### src/rtl/lcs_pkg.sv
`default_nettype none
package lcs_pkg;

   localparam int MAX_THREADS = 64;
   localparam int POS_IDX_W   = (MAX_THREADS > 1) ? $clog2(MAX_THREADS) : 1;

   localparam int POS_W    = 64;
   localparam int DIV_W    = 64;
   localparam int DIV_CNT_W = $clog2(DIV_W);
   localparam int CSR_IDX_W = 3;
   localparam int CSR_DATA_W = 32;

   localparam logic [CSR_IDX_W-1:0] CSR_LOOP_START   = 3'd0;
   localparam logic [CSR_IDX_W-1:0] CSR_LOOP_UPPER   = 3'd1;
   localparam logic [CSR_IDX_W-1:0] CSR_UB_OFFSET    = 3'd2;
   localparam logic [CSR_IDX_W-1:0] CSR_STEP         = 3'd3;
   localparam logic [CSR_IDX_W-1:0] CSR_CHUNK_COUNT  = 3'd4;
   localparam logic [CSR_IDX_W-1:0] CSR_THREAD_COUNT = 3'd5;
   localparam logic [CSR_IDX_W-1:0] CSR_MODE         = 3'd6;

   localparam logic [1:0] MODE_STATIC  = 2'd0;
   localparam logic [1:0] MODE_DYNAMIC = 2'd1;
   localparam logic [1:0] MODE_GUIDED  = 2'd2;

   localparam logic ACT_START = 1'b0;
   localparam logic ACT_NEXT  = 1'b1;

   typedef struct packed {
      logic       action;
      logic [5:0] thread_id;
   } req_type;

   typedef struct packed {
      logic               got_chunk;
      logic signed [31:0] chunk_low;
      logic signed [31:0] chunk_high;
      logic               is_last;
   } rsp_type;

   typedef struct packed {
      logic                    clear;
      logic                    wr_en;
      logic [POS_IDX_W-1:0]    rd_idx;
      logic [POS_IDX_W-1:0]    wr_idx;
      logic signed [POS_W-1:0] wr_data;
   } pos_cmd_type;

endpackage
`default_nettype wire

### src/rtl/lcs_div.sv
`default_nettype none
module lcs_div (
   input  wire                        clock,
   input  wire                        reset,
   input  wire                        go,
   input  wire  [lcs_pkg::DIV_W-1:0]  dividend,
   input  wire  [lcs_pkg::DIV_W-1:0]  divisor,
   output logic                       done,
   output logic [lcs_pkg::DIV_W-1:0]  quotient,
   output logic [lcs_pkg::DIV_W-1:0]  remainder
);
   import lcs_pkg::*;

   logic                 busy_ff, busy_in;
   logic                 done_ff, done_in;
   logic [DIV_CNT_W-1:0] cnt_ff, cnt_in;
   logic [DIV_W-1:0]     quo_ff, quo_in;
   logic [DIV_W-1:0]     rem_ff, rem_in;
   logic [DIV_W-1:0]     dvs_ff, dvs_in;
   logic [DIV_W:0]       rem_sh;
   logic [DIV_W:0]       diff;
   logic                 fits;

   // one restoring step: shift in the next dividend bit, subtract if it fits
   always_comb begin
      rem_sh = {rem_ff, quo_ff[DIV_W-1]};
      diff   = rem_sh - {1'b0, dvs_ff};
      fits   = !diff[DIV_W];
   end

   always_comb begin
      busy_in = busy_ff;
      done_in = 1'b0;
      cnt_in  = cnt_ff;
      quo_in  = quo_ff;
      rem_in  = rem_ff;
      dvs_in  = dvs_ff;
      if (go) begin
         busy_in = 1'b1;
         cnt_in  = DIV_CNT_W'(DIV_W - 1);
         quo_in  = dividend;
         rem_in  = '0;
         dvs_in  = divisor;
      end else if (busy_ff) begin
         quo_in = {quo_ff[DIV_W-2:0], fits};
         rem_in = fits ? diff[DIV_W-1:0] : rem_sh[DIV_W-1:0];
         if (cnt_ff == '0) begin
            busy_in = 1'b0;
            done_in = 1'b1;
         end else begin
            cnt_in = cnt_ff - 1'b1;
         end
      end
   end

   always_ff @(posedge clock) begin
      if (reset) begin
         busy_ff <= 1'b0;
         done_ff <= 1'b0;
         cnt_ff  <= '0;
      end else begin
         busy_ff <= busy_in;
         done_ff <= done_in;
         cnt_ff  <= cnt_in;
      end
   end

   always_ff @(posedge clock) begin
      quo_ff <= quo_in;
      rem_ff <= rem_in;
      dvs_ff <= dvs_in;
   end

   assign done      = done_ff;
   assign quotient  = quo_ff;
   assign remainder = rem_ff;

endmodule
`default_nettype wire

### config.mk
export PLATFORM = sky130hd
export DESIGN_NAME = lcs_div
export DESIGN_NICKNAME = d
export VERILOG_FILES = /design/src/rtl/lcs_pkg.sv /design/src/rtl/lcs_div.sv
export SDC_FILE = /design/constraint.sdc
export NUM_CORES = 1
export LEC_CHECK = 0
export ABC_AREA = 0
export BUFFER_PORTS_ARGS = -buffer_cell sky130_fd_sc_hd__buf_2
export CORE_MARGIN = 2
export CORE_UTILIZATION = 60
export CTS_BUF_LIST = sky130_fd_sc_hd__clkbuf_4
export CTS_CLUSTER_DIAMETER = 40
export CTS_CLUSTER_SIZE = 14
export DETAILED_ROUTE_END_ITERATION = 8
export PLACE_DENSITY = 0.92
export SLEW_MARGIN = 20
export SYNTH_ARGS = -nofsm -noshare
export SYNTH_HDL_FRONTEND = slang
export SYNTH_SLANG_ARGS = --single-unit
### constraint.sdc
create_clock -name clock -period 6.3 [get_ports clock]
set_input_delay 0 -clock clock [delete_from_list [all_inputs] [get_ports clock]]
set_output_delay 0 -clock clock [all_outputs]
set_load 0.1 [all_outputs]
==> flow_summary.json <==
{
  "status": "completed",
  "power.density_nw_per_um2": 277,
  "drtIter0Drc": 1004,
  "postRouteAntennaNets": 0,
  "grt_start_max_net_pins": 108,
  "drv_slew": 0,
  "wl_per_cell_um": 18.7,
  "ys_seq_elements": 200,
  "critical_path_class": "reg2reg",
  "layout_common_cells": "258 x buf_2, 130 x dlygate4sd3_1, 129 x nor2_1",
  "post-route-period-util": 0.665,
  "setup_viol": 0,
  "final_common_cell": "buf_2",
  "synth_top_cell_by_area": "edfxtp_1",
  "setup-tns-final_ps": 0,
  "required_ps": 6770,
  "ir_worst_vdd_mv": 0.252,
  "cpPeakStageDelay_ps": 560,
  "drive_above_1_share": 0.238,
  "max_slew_margin": 0.250,
  "async_reset_ff_frac": 0,
  "synth_seq_area_share": 0.450,
  "synth-edff-count": 128,
  "critPathArrivalTime_ps": 4660,
  "syn_inst": 1200,
  "areaGrowthSynthToFinish_pct": 25.9,
  "die_h_um": 144,
  "htree_levels": 4,
  "port_buffers": 259,
  "stdcell_count": 1827,
  "fmax_ghz": 0.239,
  "fin_nets": 1745,
  "p_total_mw": 4.09,
  "synth_top_cells_by_area": "edfxtp_1 33%, dfxtp_1 12%, ha_1 7.0%",
  "hold_violations": 0,
  "avgSynthCellArea_um2": 9.78,
  "cts_sinks": 200,
  "globalplace.congestion": 0.968,
  "cts_buffer_depth": 2,
  "cts_root_buffer": "clkbuf_4",
  "drc": 0,
  "via_per_inst": 6.03,
  "yosys.area.top_type_share": 0.327,
  "ys_warn_count": 0,
  "critPathMaxFanout": 60,
  "final.setup_skew_ps": 42.2,
  "antenna_found_initial": 1,
  "crit_family": "compound AO/OA/AOI/OAI gates",
  "cp_common_cell": "a21oi_1",
  "synth_area_um2": 11700,
  "grt.total_usage": 0.327,
  "hold_class": "in2reg",
  "fp-row-count": 51,
  "grt_pass1_vias": 10600,
  "synthDistinctLibCells": 69,
  "yosys_most_used_dff": "edfxtp_1",
  "postRouteWirelength_um": 34200,
  "period_needed_ps": 4190,
  "crit_path_top_delay_cell": "buf_4",
  "dp_hpwl_um": 22100,
  "postCtsSetupBuffers": 0,
  "fp.coreArea_um2": 19300,
  "cts_tree": "built",
  "numCtsBuffers": 17,
  "grt-ovfl-total": 0,
  "setup_slack_ps": 2110,
  "fill_cells": 1212,
  "rsz0062_at_grt": "false",
  "syn_nets": 1398,
  "leakage_nw": 6.62,
  "die_x_um": 144,
  "grt_pass1_wl_um": 53000,
  "end_kind": "flip-flop",
  "cap_violations": 0,
  "vias": 11000,
  "start_kind": "flip-flop",
  "dr.pass1.iters": 8,
  "dieArea_um2": 20700,
  "start_util": 0.607,
  "place_inst": 1663,
  "worst-path-buf-inv": 2,
  "tightest_slew_ps": 1120,
  "pre_cts_ws_ps": 2380,
  "clk_latency_ps": 630,
  "io_pins": 260,
  "clk_pin_slew_ps": 210,
  "worstPathCellList": "inv_1 > ha_1 > fa_1 > nand2b_1 > a21oi_1 > o41ai_2 > o21a_1 > o211ai_1 > a22o_1 > a21oi_1 > o311ai_4 > buf_4 > nor2_1 > a211oi_1 > nor3_1"
}
==> registers in the layout, summed over array words and instances (netlist names) <==
signal	count
remainder	64
busy_ff	1
done	1
cnt_ff	6
dvs_ff	64
quotient	64
==> area by class of cell <==
cell class | count | area (um^2) | area share
antenna | 2 | 5.00 | 0.000339
inverter | 87 | 327 | 0.0221
timing repair buffer | 395 | 2650 | 0.179
clock buffer | 18 | 135 | 0.00914
clock inverter | 14 | 193 | 0.0130
multi-input combinational | 846 | 5850 | 0.396
sequential | 200 | 5290 | 0.358
tap | 265 | 332 | 0.0224
==> metrics by stage <==
step	hold WS (ps)	util	area [um^2]
after floorplan	98.9	-	11700
after global placement	177	0.680	13100
after detailed placement	178	0.680	13100
after CTS	36.2	0.764	14800
after global routing	22.0	0.764	14800
final	67.6	0.764	14800
==> cells in the mapped netlist, types with 7 or more instances <==
library cell and instances:
o21a_1 9, a21o_1 31, edfxtp_1 128, mux2_2 63, dfxtp_1 72, inv_1 87, clkbuf_1 51, o211ai_1 12
ha_1 66, nand4_1 25, nor2b_1 7, a211oi_1 51, o21ai_0 38, nor4_1 7, nor2_1 129, o21bai_1 14
mux2i_1 7, nand2_1 70, xor2_1 30, nor3_1 39, xnor2_1 34, o211a_1 8, a21oi_1 100, a31oi_1 15
==> routing by layer <==
| layer | part of all wire | vias to the layer above | GRT usage |
|---|---|---|---|
| met2 | 0.50 | 615 | 0.571 |
| met3 | 0.080 | 142 | 0.0733 |
| li1 | - | 5100 | - |
| met4 | 0.046 | 0 | 0.151 |
| met1 | 0.38 | 5154 | 0.382 |
| met5 | 0 | - | 0 |
==> where the power goes <==
group          internal (mW)  switching, mW  leakage (nW)
Clock                  0.201          0.541         0.172
Combinational          0.484           1.22          4.59
Sequential              1.53          0.108          1.87
Total                   2.22           1.87          6.62
==> timing repair <==
action,in CTS,in global routing
endpoints found under the hold margin,152,0
gates resized for setup,0,0
hold buffers,130,0
==> cells by family (layout without fill, tap and decap cells) <==
family	Yosys count	count (layout)	share of synthesized area
muxes	70	70	0.0664
DFF	200	200	0.450
AOI/OAI and AO/OA	326	326	0.185
adders and majority gates	67	67	0.0720
other	0	2	0
buffers and inverters	154	514	0.0528
and+or+nand+nor	319	319	0.126
xor gates and xnor gates	64	64	0.0477
==> path summary, 6_finish.rpt <==
check	endpoint	cells past startpoint	startpoint	slack, ps
max	remainder[22]	15	quotient[63]	2110
min	dvs_ff[11]	2	divisor[11]	70
max reg2reg	remainder[22]	15	quotient[63]	2110
min reg2reg	remainder[42]	2	remainder[42]	530
Note: power is estimated with default switching activity, not from simulation.
